<file path="config.mk">
export PLATFORM = sky130hd
export DESIGN_NAME = escape_sequence_decoder_flat
export DESIGN_NICKNAME = d
export VERILOG_FILES = /design/src/hw/rtl/esd_pkg.sv /design/src/hw/rtl/esd_in_if.sv /design/src/hw/rtl/esd_out_if.sv /design/src/hw/rtl/esd_decode.sv /design/src/hw/rtl/escape_sequence_decoder.sv /design/src/flat_wrapper.sv
export SDC_FILE = /design/constraint.sdc
export NUM_CORES = 1
export LEC_CHECK = 0
export BUFFER_PORTS_ARGS = -buffer_cell sky130_fd_sc_hd__buf_2
export CORE_MARGIN = 10
export CORE_UTILIZATION = 48
export DETAILED_ROUTE_END_ITERATION = 8
export GPL_TIMING_DRIVEN = 0
export PLACE_DENSITY = 0.67
export SLEW_MARGIN = 30
export SYNTH_ARGS = -nofsm -noshare
export SYNTH_HDL_FRONTEND = slang
export SYNTH_SLANG_ARGS = --single-unit
</file>
<file path="constraint.sdc">
create_clock -name clk -period 4.9 [get_ports clk]
set_input_delay 0.98 -clock clk [delete_from_list [all_inputs] [get_ports clk]]
set_output_delay 0.98 -clock clk [all_outputs]
set_load 0.05 [all_outputs]
</file>
<file path="src/hw/rtl/esd_pkg.sv">
// ----------------------------------------------------------------------------
// esd_pkg
// Types, character constants and helper functions for the escape decoder.
// ----------------------------------------------------------------------------
`default_nettype none

package esd_pkg;

  typedef enum logic [5:0] {
    PH_NORMAL = 6'b000001,
    PH_ESC    = 6'b000010,
    PH_HEX1   = 6'b000100,
    PH_HEX2   = 6'b001000,
    PH_OCT1   = 6'b010000,
    PH_OCT2   = 6'b100000
  } phase_t;

  localparam logic [7:0] CH_BSLASH = 8'h5C;
  localparam logic [7:0] CH_X      = 8'h78;  // 'x'
  localparam logic [7:0] CH_ZERO   = 8'h30;  // '0'
  localparam logic [7:0] CH_UA     = 8'h41;  // 'A'
  localparam logic [7:0] CH_LA     = 8'h61;  // 'a'
  localparam logic [7:0] CH_LB     = 8'h62;
  localparam logic [7:0] CH_LF     = 8'h66;
  localparam logic [7:0] CH_LN     = 8'h6E;
  localparam logic [7:0] CH_LR     = 8'h72;
  localparam logic [7:0] CH_LT     = 8'h74;
  localparam logic [7:0] CH_LV     = 8'h76;
  localparam logic [7:0] HEX_TEN   = 8'd10;

  localparam logic [7:0] CC_BEL = 8'd7;
  localparam logic [7:0] CC_BS  = 8'd8;
  localparam logic [7:0] CC_FF  = 8'd12;
  localparam logic [7:0] CC_LF  = 8'd10;
  localparam logic [7:0] CC_CR  = 8'd13;
  localparam logic [7:0] CC_HT  = 8'd9;
  localparam logic [7:0] CC_VT  = 8'd11;

  typedef struct packed {
    phase_t      phase;
    logic [7:0]  partial;
  } esd_state_t;

  typedef struct packed {
    logic        emit;
    logic [7:0]  value;
    logic        last;
    logic        truncated;
  } esd_result_t;

  localparam esd_state_t STATE_RESET = '{phase: PH_NORMAL, partial: 8'h00};

  // Out-of-range digits wrap through the same subtraction.
  function automatic logic [7:0] hex_val(input logic [7:0] d);
    logic [7:0] v;
    if (d < CH_UA) begin
      v = d - CH_ZERO;
    end else if (d >= CH_LA) begin
      v = d - CH_LA + HEX_TEN;
    end else begin
      v = d - CH_UA + HEX_TEN;
    end
    return v;
  endfunction

  function automatic logic [7:0] simple_escape(input logic [7:0] c);
    logic [7:0] v;
    case (c)
      CH_LA:   v = CC_BEL;
      CH_LB:   v = CC_BS;
      CH_LF:   v = CC_FF;
      CH_LN:   v = CC_LF;
      CH_LR:   v = CC_CR;
      CH_LT:   v = CC_HT;
      CH_LV:   v = CC_VT;
      default: v = c;
    endcase
    return v;
  endfunction

endpackage

`default_nettype wire

</file>
<file path="src/hw/rtl/esd_in_if.sv">
// ----------------------------------------------------------------------------
// esd_in_if
// Valid/ready channel carrying raw escaped bytes.
// ----------------------------------------------------------------------------
`default_nettype none

interface esd_in_if;
  logic       valid;
  logic       ready;
  logic [7:0] in_byte;
  logic       in_last;

  modport source (output valid, output in_byte, output in_last, input ready);
  modport sink   (input valid, input in_byte, input in_last, output ready);
endinterface

`default_nettype wire

</file>
<file path="src/hw/rtl/esd_out_if.sv">
// ----------------------------------------------------------------------------
// esd_out_if
// Valid/ready channel carrying decoded bytes.
// ----------------------------------------------------------------------------
`default_nettype none

interface esd_out_if;
  logic       valid;
  logic       ready;
  logic [7:0] out_byte;
  logic       out_last;
  logic       out_truncated;

  modport source (output valid, output out_byte, output out_last,
                  output out_truncated, input ready);
  modport sink   (input valid, input out_byte, input out_last,
                  input out_truncated, output ready);
endinterface

`default_nettype wire

</file>
<file path="src/hw/rtl/esd_decode.sv">
// ----------------------------------------------------------------------------
// esd_decode
// Next-state and result logic for one raw byte.
// ----------------------------------------------------------------------------
`default_nettype none

module esd_decode
  import esd_pkg::*;
(
  input  esd_state_t  state,
  input  logic [7:0]  byte_in,
  input  logic        last_in,
  output esd_state_t  state_next,
  output esd_result_t result
);

  esd_state_t  st;
  logic        emit;
  logic [7:0]  val;
  logic [7:0]  hex_d;
  logic [7:0]  oct_d;

  assign hex_d = hex_val(byte_in);
  assign oct_d = byte_in - CH_ZERO;

  always_comb begin
    st   = state;
    emit = 1'b0;
    val  = byte_in;
    unique case (state.phase)
      PH_NORMAL: begin
        if (byte_in == CH_BSLASH) begin
          st.phase = PH_ESC;
        end else begin
          emit = 1'b1;
        end
      end
      PH_ESC: begin
        if (byte_in == CH_X) begin
          st.partial = 8'h00;
          st.phase   = PH_HEX1;
        end else if (byte_in == CH_ZERO) begin
          st.partial = 8'h00;
          st.phase   = PH_OCT1;
        end else begin
          emit     = 1'b1;
          val      = simple_escape(byte_in);
          st.phase = PH_NORMAL;
        end
      end
      PH_HEX1: begin
        st.partial = {hex_d[3:0], 4'h0};
        st.phase   = PH_HEX2;
      end
      PH_HEX2: begin
        emit     = 1'b1;
        val      = state.partial | hex_d;
        st.phase = PH_NORMAL;
      end
      PH_OCT1: begin
        st.partial = {oct_d[4:0], 3'b000};
        st.phase   = PH_OCT2;
      end
      PH_OCT2: begin
        emit     = 1'b1;
        val      = state.partial | oct_d;
        st.phase = PH_NORMAL;
      end
      default: begin
        emit     = 1'b1;
        st.phase = PH_NORMAL;
      end
    endcase
  end

  always_comb begin
    result.emit      = emit || last_in;
    result.last      = last_in;
    result.truncated = last_in && !emit;
    if (emit) begin
      result.value = val;
    end else begin
      // string ended with an escape still open
      result.value = (st.phase == PH_ESC) ? CH_BSLASH : st.partial;
    end
    state_next = last_in ? STATE_RESET : st;
  end

endmodule

`default_nettype wire

</file>
<file path="src/hw/rtl/escape_sequence_decoder.sv">
// Each byte passes through the input register and then the result register.
// One byte per cycle while the result is not stalled; each byte is decoded in
// a single pass of the decode logic between the input register and the result
// register. Bytes that close no output (backslash, x or 0 after it, first
// digits) give no result unless marked last. Synchronous reset clears the
// escape phase, the partial value and both valid flags.
// ----------------------------------------------------------------------------
// escape_sequence_decoder
// C-style string unescaper with valid/ready channels.
// ----------------------------------------------------------------------------
`default_nettype none

module escape_sequence_decoder
  import esd_pkg::*;
(
  input  logic       clk,
  input  logic       rst,
  esd_in_if.sink     din,
  esd_out_if.source  dout
);

  logic        in_vld;
  logic [7:0]  in_byte_r;
  logic        in_last_r;
  esd_state_t  state;
  esd_state_t  state_next;
  esd_result_t res;
  logic        out_vld;
  logic [7:0]  out_byte_r;
  logic        out_last_r;
  logic        out_trunc_r;
  logic        out_free;
  logic        advance;

  assign out_free  = !out_vld || dout.ready;
  assign advance   = in_vld && out_free;
  assign din.ready = !in_vld || advance;

  esd_decode u_decode (
    .state      (state),
    .byte_in    (in_byte_r),
    .last_in    (in_last_r),
    .state_next (state_next),
    .result     (res)
  );

  always_ff @(posedge clk) begin
    if (rst) begin
      in_vld  <= 1'b0;
      out_vld <= 1'b0;
      state   <= STATE_RESET;
    end else begin
      if (din.ready) begin
        in_vld <= din.valid;
      end
      if (out_free) begin
        out_vld <= in_vld && res.emit;
      end
      if (advance) begin
        state <= state_next;
      end
    end
  end

  always_ff @(posedge clk) begin
    if (din.valid && din.ready) begin
      in_byte_r <= din.in_byte;
      in_last_r <= din.in_last;
    end
    if (advance) begin
      out_byte_r  <= res.value;
      out_last_r  <= res.last;
      out_trunc_r <= res.truncated;
    end
  end

  assign dout.valid         = out_vld;
  assign dout.out_byte      = out_byte_r;
  assign dout.out_last      = out_last_r;
  assign dout.out_truncated = out_trunc_r;

endmodule

`default_nettype wire

</file>
<file path="src/flat_wrapper.sv">
// flat-port wrapper written by rule: the top's interface ports become plain ports
module escape_sequence_decoder_flat import esd_pkg::*;
  (clk, rst, din_valid, din_in_byte, din_in_last, din_ready, dout_valid, dout_out_byte, dout_out_last, dout_out_truncated, dout_ready);
  esd_in_if din_i ();
  esd_out_if dout_i ();
  input  logic clk;
  input  logic rst;
  input wire logic [$bits(din_i.valid)-1:0] din_valid;
  input wire logic [$bits(din_i.in_byte)-1:0] din_in_byte;
  input wire logic [$bits(din_i.in_last)-1:0] din_in_last;
  output wire logic [$bits(din_i.ready)-1:0] din_ready;
  output wire logic [$bits(dout_i.valid)-1:0] dout_valid;
  output wire logic [$bits(dout_i.out_byte)-1:0] dout_out_byte;
  output wire logic [$bits(dout_i.out_last)-1:0] dout_out_last;
  output wire logic [$bits(dout_i.out_truncated)-1:0] dout_out_truncated;
  input wire logic [$bits(dout_i.ready)-1:0] dout_ready;
  assign din_i.valid = din_valid;
  assign din_i.in_byte = din_in_byte;
  assign din_i.in_last = din_in_last;
  assign din_ready = din_i.ready;
  assign dout_valid = dout_i.valid;
  assign dout_out_byte = dout_i.out_byte;
  assign dout_out_last = dout_i.out_last;
  assign dout_out_truncated = dout_i.out_truncated;
  assign dout_i.ready = dout_ready;
  escape_sequence_decoder u_core (.clk(clk), .rst(rst), .din(din_i), .dout(dout_i));
endmodule
</file>
==> results of run 1 <==
[worst max-delay path, cell delays in order, from the launching register on]
cell and delay (ns):
edfxtp_1 0.53, inv_1 0.23, ha_1 0.29, and2_4 0.20, or3b_4 0.41, and2_4 0.18
nor4_2 0.50, o22ai_1 0.19, a211o_1 0.36
[placed cells by master, fill, tap and decap left out, types with 3 or more instances in the layout]
cell type / n
xnor2_1: 9
a21o_1: 4
buf_2: 25
a22oi_1: 6
dfxtp_1: 16
clkbuf_8: 5
a21oi_1: 17
o21a_1: 4
nand3b_1: 6
nor3_1: 5
nand3_1: 7
edfxtp_1: 19
inv_1: 9
nor2_1: 16
and2_1: 6
nand2_1: 17
nor4_1: 5
o21ai_0: 8
ha_1: 10
o22ai_1: 5
buf_6: 4
a31oi_1: 3
[cell families (layout without fill, tap and decap cells)]
logic type               Yosys count  in the layout  synth area share [%]
XOR/XNOR                           9              9                  3.43
flip-flops                        35             35                  38.8
multiplexers                       2              2                 0.871
AO/OA/AOI/OAI                     72             72                  23.8
AND/OR/NAND/NOR                   88             88                  22.2
adder cells (fa/ha/maj)           10             10                  5.44
buffers and inverters             19             51                  5.44
[synth_stat cells, types with 2 or more instances]
master / number / share of area (%)
buf_4: 2 / 0.65
a211o_1: 2 / 0.76
a311oi_4: 2 / 2.3
inv_1: 9 / 1.5
or3_1: 2 / 0.54
o21ai_1: 2 / 0.44
nand2_1: 17 / 2.8
o311a_1: 2 / 0.87
a2bb2oi_1: 2 / 0.76
nand2b_1: 2 / 0.54
a22oi_1: 6 / 2.0
nand3b_1: 6 / 2.0
or4_4: 2 / 0.98
o21ai_0: 8 / 1.7
nor2_1: 16 / 2.6
nand3_1: 7 / 1.5
nor2b_1: 2 / 0.54
or2b_1: 2 / 0.65
and2_4: 2 / 0.76
or3b_1: 2 / 0.76
a21o_1: 4 / 1.3
dfxtp_1: 16 / 14
a21oi_1: 17 / 3.7
edfxtp_1: 19 / 25
ha_1: 10 / 5.4
o21a_1: 4 / 1.3
xnor2_1: 9 / 3.4
a31oi_1: 3 / 0.82
o22ai_1: 5 / 1.4
buf_6: 4 / 2.0
mux2i_1: 2 / 0.87
and2b_2: 2 / 0.76
nor3_1: 5 / 1.1
and2_1: 6 / 1.6
nor4_1: 6 / 1.6
[per-stage QoR]
stage | area (um2) | cells | worst slack [ns] | hold WS, ns
finish | 2580 | 321 | 1.75 | 0.464
global route | 2580 | 321 | 1.67 | 0.499
CTS | 2580 | 321 | 1.79 | 0.474
detailed placement | 2490 | 313 | 1.85 | 0.454
global placement | 2490 | 313 | 1.79 | 0.426
floorplan | 2300 | 235 | 2.41 | 0.424
[power groups by stage]
stage,combinational (uW),sequential [uW],clock [uW]
after floorplan,62.5,349,0
after global placement,102,337,0
after detailed placement,103,337,0
after CTS,103,331,221
after global routing,113,332,233
final,104,331,217
[layer usage]
metal / part of all wire, % / wire [um] / track usage (%) / up-vias
met2: 45 / 2740 / 25.5 / 105
met3: 8.2 / 499 / 3.37 / 15
met5: 0 / 0 / 0 / -
met1: 45 / 2710 / 22.1 / 930
li1: - / - / - / 950
met4: 2.1 / 129 / 4.91 / 0
[worst min-delay path by stage]
stage                      from              endpoint  cells after the start
6_report       u_core.in_last_r  u_core.dout.out_last                      0
5_1_grt        u_core.in_last_r  u_core.dout.out_last                      0
4_1_cts        u_core.in_last_r  u_core.dout.out_last                      0
3_5_place_dp   u_core.in_last_r  u_core.dout.out_last                      0
3_3_place_gp   u_core.in_last_r  u_core.dout.out_last                      0
2_1_floorplan   u_core.state[1]       u_core.state[1]                      1
[state kept, by name, summed over array words and instances (netlist names)]
register                   cells
u_core.dout.valid              1
u_core.state                  14
u_core.in_byte_r               8
u_core.dout.out_last           1
u_core.dout.out_truncated      1
u_core.in_vld                  1
u_core.in_last_r               1
u_core.dout.out_byte           8
[cell type report]
cell class	count	area share [%]
Tap cell	54	2.62
Multi-Input combinational cell	181	50.0
Clock inverter	3	0.679
Sequential cell	35	34.5
Clock buffer	5	2.67
Buffer	10	3.54
Timing Repair Buffer	24	4.66
Inverter	9	1.31
==> impl_metrics.env, run 1 <==
export IMPL_hold_class="register to register"
export IMPL_setup_tns_ns=0
export IMPL_area_growth_synth_to_final_pct=12.2
export IMPL_ys_types=63
export IMPL_final_layout_size_suffix_gt1_share_pct=22.1
export IMPL_power_uw=651
export IMPL_initial_core_util_pct=49.0
export IMPL_clk_latency_ns=0.30
export IMPL_cts_setup_buffers=0
export IMPL_cts_root_buf="clkbuf_8"
export IMPL_postLayoutCoreUtil_pct=55.0
export IMPL_core_region_area_mm2=0.00469
export IMPL_synth_net_count=258
export IMPL_gp_congestion=0.940
export IMPL_yosysWarningCount=0
export IMPL_ios=25
export IMPL_drt_antenna_violating_nets=0
export IMPL_maxSlewHeadroom_pct=53.6
export IMPL_finalWirelength_um=6090
export IMPL_p_seq_share_pct=50.8
export IMPL_p_leak_uw=0.00101
export IMPL_place_hpwl_um=4540
export IMPL_grt_pass1_wl_um=9930
export IMPL_firstDrtPassIters=5
export IMPL_crit_fanout=7
export IMPL_num_fill_cells=436
export IMPL_r2r_end="u_core.dout.out_byte[7]"
export IMPL_cts_resized=0
export IMPL_synth_edf_count=19
export IMPL_cts_tree="yes"
export IMPL_tightestPinTransition_ns=0.691
export IMPL_switchingPower_uw=193
export IMPL_fp_dieW_um=89.2
export IMPL_port_buffers=24
export IMPL_startpoint_type="register"
export IMPL_nNetsFinal=289
export IMPL_drv_cap=0
export IMPL_cts_max_level=2
export IMPL_clkPwrFrac_pct=33.3
export IMPL_fmax_ghz=0.318
export IMPL_slew_viol_final=0
export IMPL_rsz0062_at_grt="false"
export IMPL_synth_seq_cells=35
export IMPL_worstPathArrival_ns=3.19
export IMPL_cts_buffer_depth=2
export IMPL_fin_crit_ns=3.15
export IMPL_r2r_start="u_core.in_byte_r[0]"
export IMPL_regArea_um2=891
export IMPL_synth_ff_type="edfxtp_1"
export IMPL_grt_overflow_total=0
export IMPL_internal_power_uw=458
export IMPL_vias_per_cell=6.23
export IMPL_ff2ff_path_depth=8
export IMPL_swShare_pct=29.6
export IMPL_crit_end="u_core.dout.out_byte[7]"
export IMPL_cts_buffers=5
export IMPL_critPathLaunch="u_core.in_byte_r[0]"
export IMPL_ir_drop_mv=0.181
export IMPL_wl_per_cell_um=19.0
export IMPL_pwr_density_cell_mw_per_mm2=252
export IMPL_route_vias_total=2000
export IMPL_critPathRequiredTime_ns=4.94
export IMPL_grtUsageTotal_pct=16.3
export IMPL_ys_seq_area_share_pct=38.8
export IMPL_core_rowCount=25
export IMPL_finalSetupViolations=0
export IMPL_syn_area_mm2=0.00230
export IMPL_path_clk_slew_ns=0.08
export IMPL_multi_input_area_mm2=0.00129
export IMPL_hold_violations=0
export IMPL_cts_sinks=35
export IMPL_critPathCaptureType="register"
export IMPL_antenna_found_initial=0
export IMPL_cts_hold_buf=0
export IMPL_async_flop_share_pct=0
export IMPL_status="complete, no violations"
export IMPL_drc=0
export IMPL_postSynthAreaPerCell_um2=9.78
export IMPL_synthCells=235
export IMPL_clock_skew_ns=0.00776
export IMPL_ff2ff_setup_slack_ns=1.75
export IMPL_drt_iter0_drc=238
export IMPL_crit_type="register to register"
export IMPL_die_h_um=89.2
export IMPL_antenna_cells=0
export IMPL_p_comb_share_pct=15.9
export IMPL_finalCritPeriodShare_pct=64.2
export IMPL_die_area_mm2=0.00796
export IMPL_grt_pass1_vias=1935
export IMPL_grt_max_degree=14
Note: power is estimated with default switching activity, not from simulation.
==> run 2, diff against run 1 <==
- clock period: 4.9 -> 3 ns (I/O delays scaled with it)
==> impl_metrics.env, run 2 (synthesis results as in run 1) <==
export IMPL_path_clk_slew_ns=0.08
export IMPL_grt_overflow_total=0
export IMPL_maxSlewHeadroom_pct=55.8
export IMPL_cts_buffers=5
export IMPL_final_cell_mix="25 x buf_2, 19 x edfxtp_1, 17 x nand2_1, 17 x a21oi_1"
export IMPL_clock_skew_ns=0.00829
export IMPL_final_common_cell="buf_2"
export IMPL_die_area_mm2=0.00796
export IMPL_port_buffers=24
export IMPL_cts_root_buf="clkbuf_8"
export IMPL_place_hpwl_um=4540
export IMPL_cts_max_level=2
export IMPL_drt_iter0_drc=215
export IMPL_cts_buffer_depth=2
export IMPL_final_layout_size_suffix_gt1_share_pct=23.0
export IMPL_fp_dieW_um=89.2
export IMPL_startpoint_type="register"
export IMPL_whs_ns=0.463
export IMPL_initial_core_util_pct=49.0
export IMPL_finalSetupViolations=0
export IMPL_grt_max_degree=14
export IMPL_wl_per_cell_um=18.8
export IMPL_clk_latency_ns=0.30
export IMPL_route_vias_total=2020
export IMPL_crit_fanout=6
export IMPL_antenna_cells=0
export IMPL_grt_pass1_wl_um=9930
export IMPL_cts_tree="yes"
export IMPL_critPathCaptureType="register"
export IMPL_firstDrtPassIters=5
export IMPL_hold_class="register to register"
export IMPL_antenna_found_initial=0
export IMPL_drc=0
export IMPL_area_growth_synth_to_final_pct=13.6
export IMPL_gp_congestion=0.940
export IMPL_grt_pass1_vias=1935
export IMPL_worstPathArrival_ns=2.96
export IMPL_fin_ws_ns=0.0840
export IMPL_cts_sinks=35
export IMPL_regArea_um2=891
export IMPL_pwr_density_cell_mw_per_mm2=408
export IMPL_drv_cap=0
export IMPL_slew_viol_final=0
export IMPL_place_ws_ns=-0.0529
export IMPL_fmax_ghz=0.343
export IMPL_nNetsFinal=292
export IMPL_top_register="u_core.state"
export IMPL_fin_crit_ns=2.92
export IMPL_finalWirelength_um=6090
export IMPL_finalCritPeriodShare_pct=97.2
export IMPL_p_leak_uw=0.00102
export IMPL_core_region_area_mm2=0.00469
export IMPL_vias_per_cell=6.23
export IMPL_cts_hold_buf=0
export IMPL_tightestPinTransition_ns=0.657
export IMPL_status="complete, no violations"
export IMPL_drt_antenna_violating_nets=0
export IMPL_largest_reg_flops=14
export IMPL_crit_type="register to register"
export IMPL_ios=25
export IMPL_grtUsageTotal_pct=16.3
export IMPL_ir_drop_mv=0.296
export IMPL_multi_input_area_mm2=0.00130
export IMPL_core_rowCount=25
export IMPL_hold_violations=0
export IMPL_critPathRequiredTime_ns=3.04
export IMPL_die_h_um=89.2
export IMPL_num_fill_cells=431
run 2: cell count changes in the layout (fill, tap and decap cells not counted), sizes merged:
cell,change
buf,+3
run 2: cell type report:
type / count / area share, %
inverter: 9 / 1.29
sequential: 35 / 34.1
timing repair buffer: 27 / 5.47
clock buffer: 5 / 2.64
clock inverter: 3 / 0.671
multi-input combinational: 181 / 49.7
tap: 54 / 2.59
buffer: 10 / 3.50
run 2: per-layer routing:
metal  part of all wire, %  vias to the layer above  GRT usage (%)
met3                   8.1                       16           3.37
met5                     0                        -              0
met4                   2.1                        0           4.91
met2                    45                      100           25.5
li1                      -                      955              -
met1                    45                      949           22.1
run 2: path summary, 6_finish.rpt:
kind / startpoint / end / slack, ns / cells after the start
hold reg to reg: u_core.in_last_r / u_core.dout.out_last / 0.46 / 0
hold / removal: u_core.in_last_r / u_core.dout.out_last / 0.46 / 0
setup / recovery: u_core.in_byte_r[0] / u_core.dout.out_byte[7] / 0.08 / 9
setup reg to reg: u_core.in_byte_r[0] / u_core.dout.out_byte[7] / 0.08 / 9
run 2: critical path, stage by stage (launching register included):
cell and delay, ns:
edfxtp_1 0.52, inv_1 0.22, ha_1 0.29, and2_4 0.20, or3b_4 0.40, and2_4 0.18, nor4_4 0.23, buf_4 0.19
o22ai_1 0.09, a211o_1 0.34
run 2: where the power goes:
part / total (uW) / internal [uW] / switching [uW]
logic: 171 / 62.9 / 108
clock network: 354 / 163 / 191
registers: 540 / 523 / 16.6
total: 1070 / 749 / 316
run 2: through the flow:
step / total power, uW / area [um2] / setup TNS [ns] / instances / utilization (%)
after detailed placement: 718 / 2490 / -0.0529 / 313 / 53.1
after global placement: 716 / 2490 / -0.110 / 313 / 53.0
after global routing: 1110 / 2610 / -0.0219 / 324 / 55.6
after floorplan: 673 / 2300 / 0 / 235 / -
after CTS: 1070 / 2590 / 0 / 321 / 55.1
final: 1070 / 2610 / 0 / 324 / 55.6
run 2: timing repair:
action / CTS / global route
pin swaps: 0 / 2
buffers inserted: 0 / 3
endpoints found under the setup margin: 1 / 3
resized for setup: 1 / 0
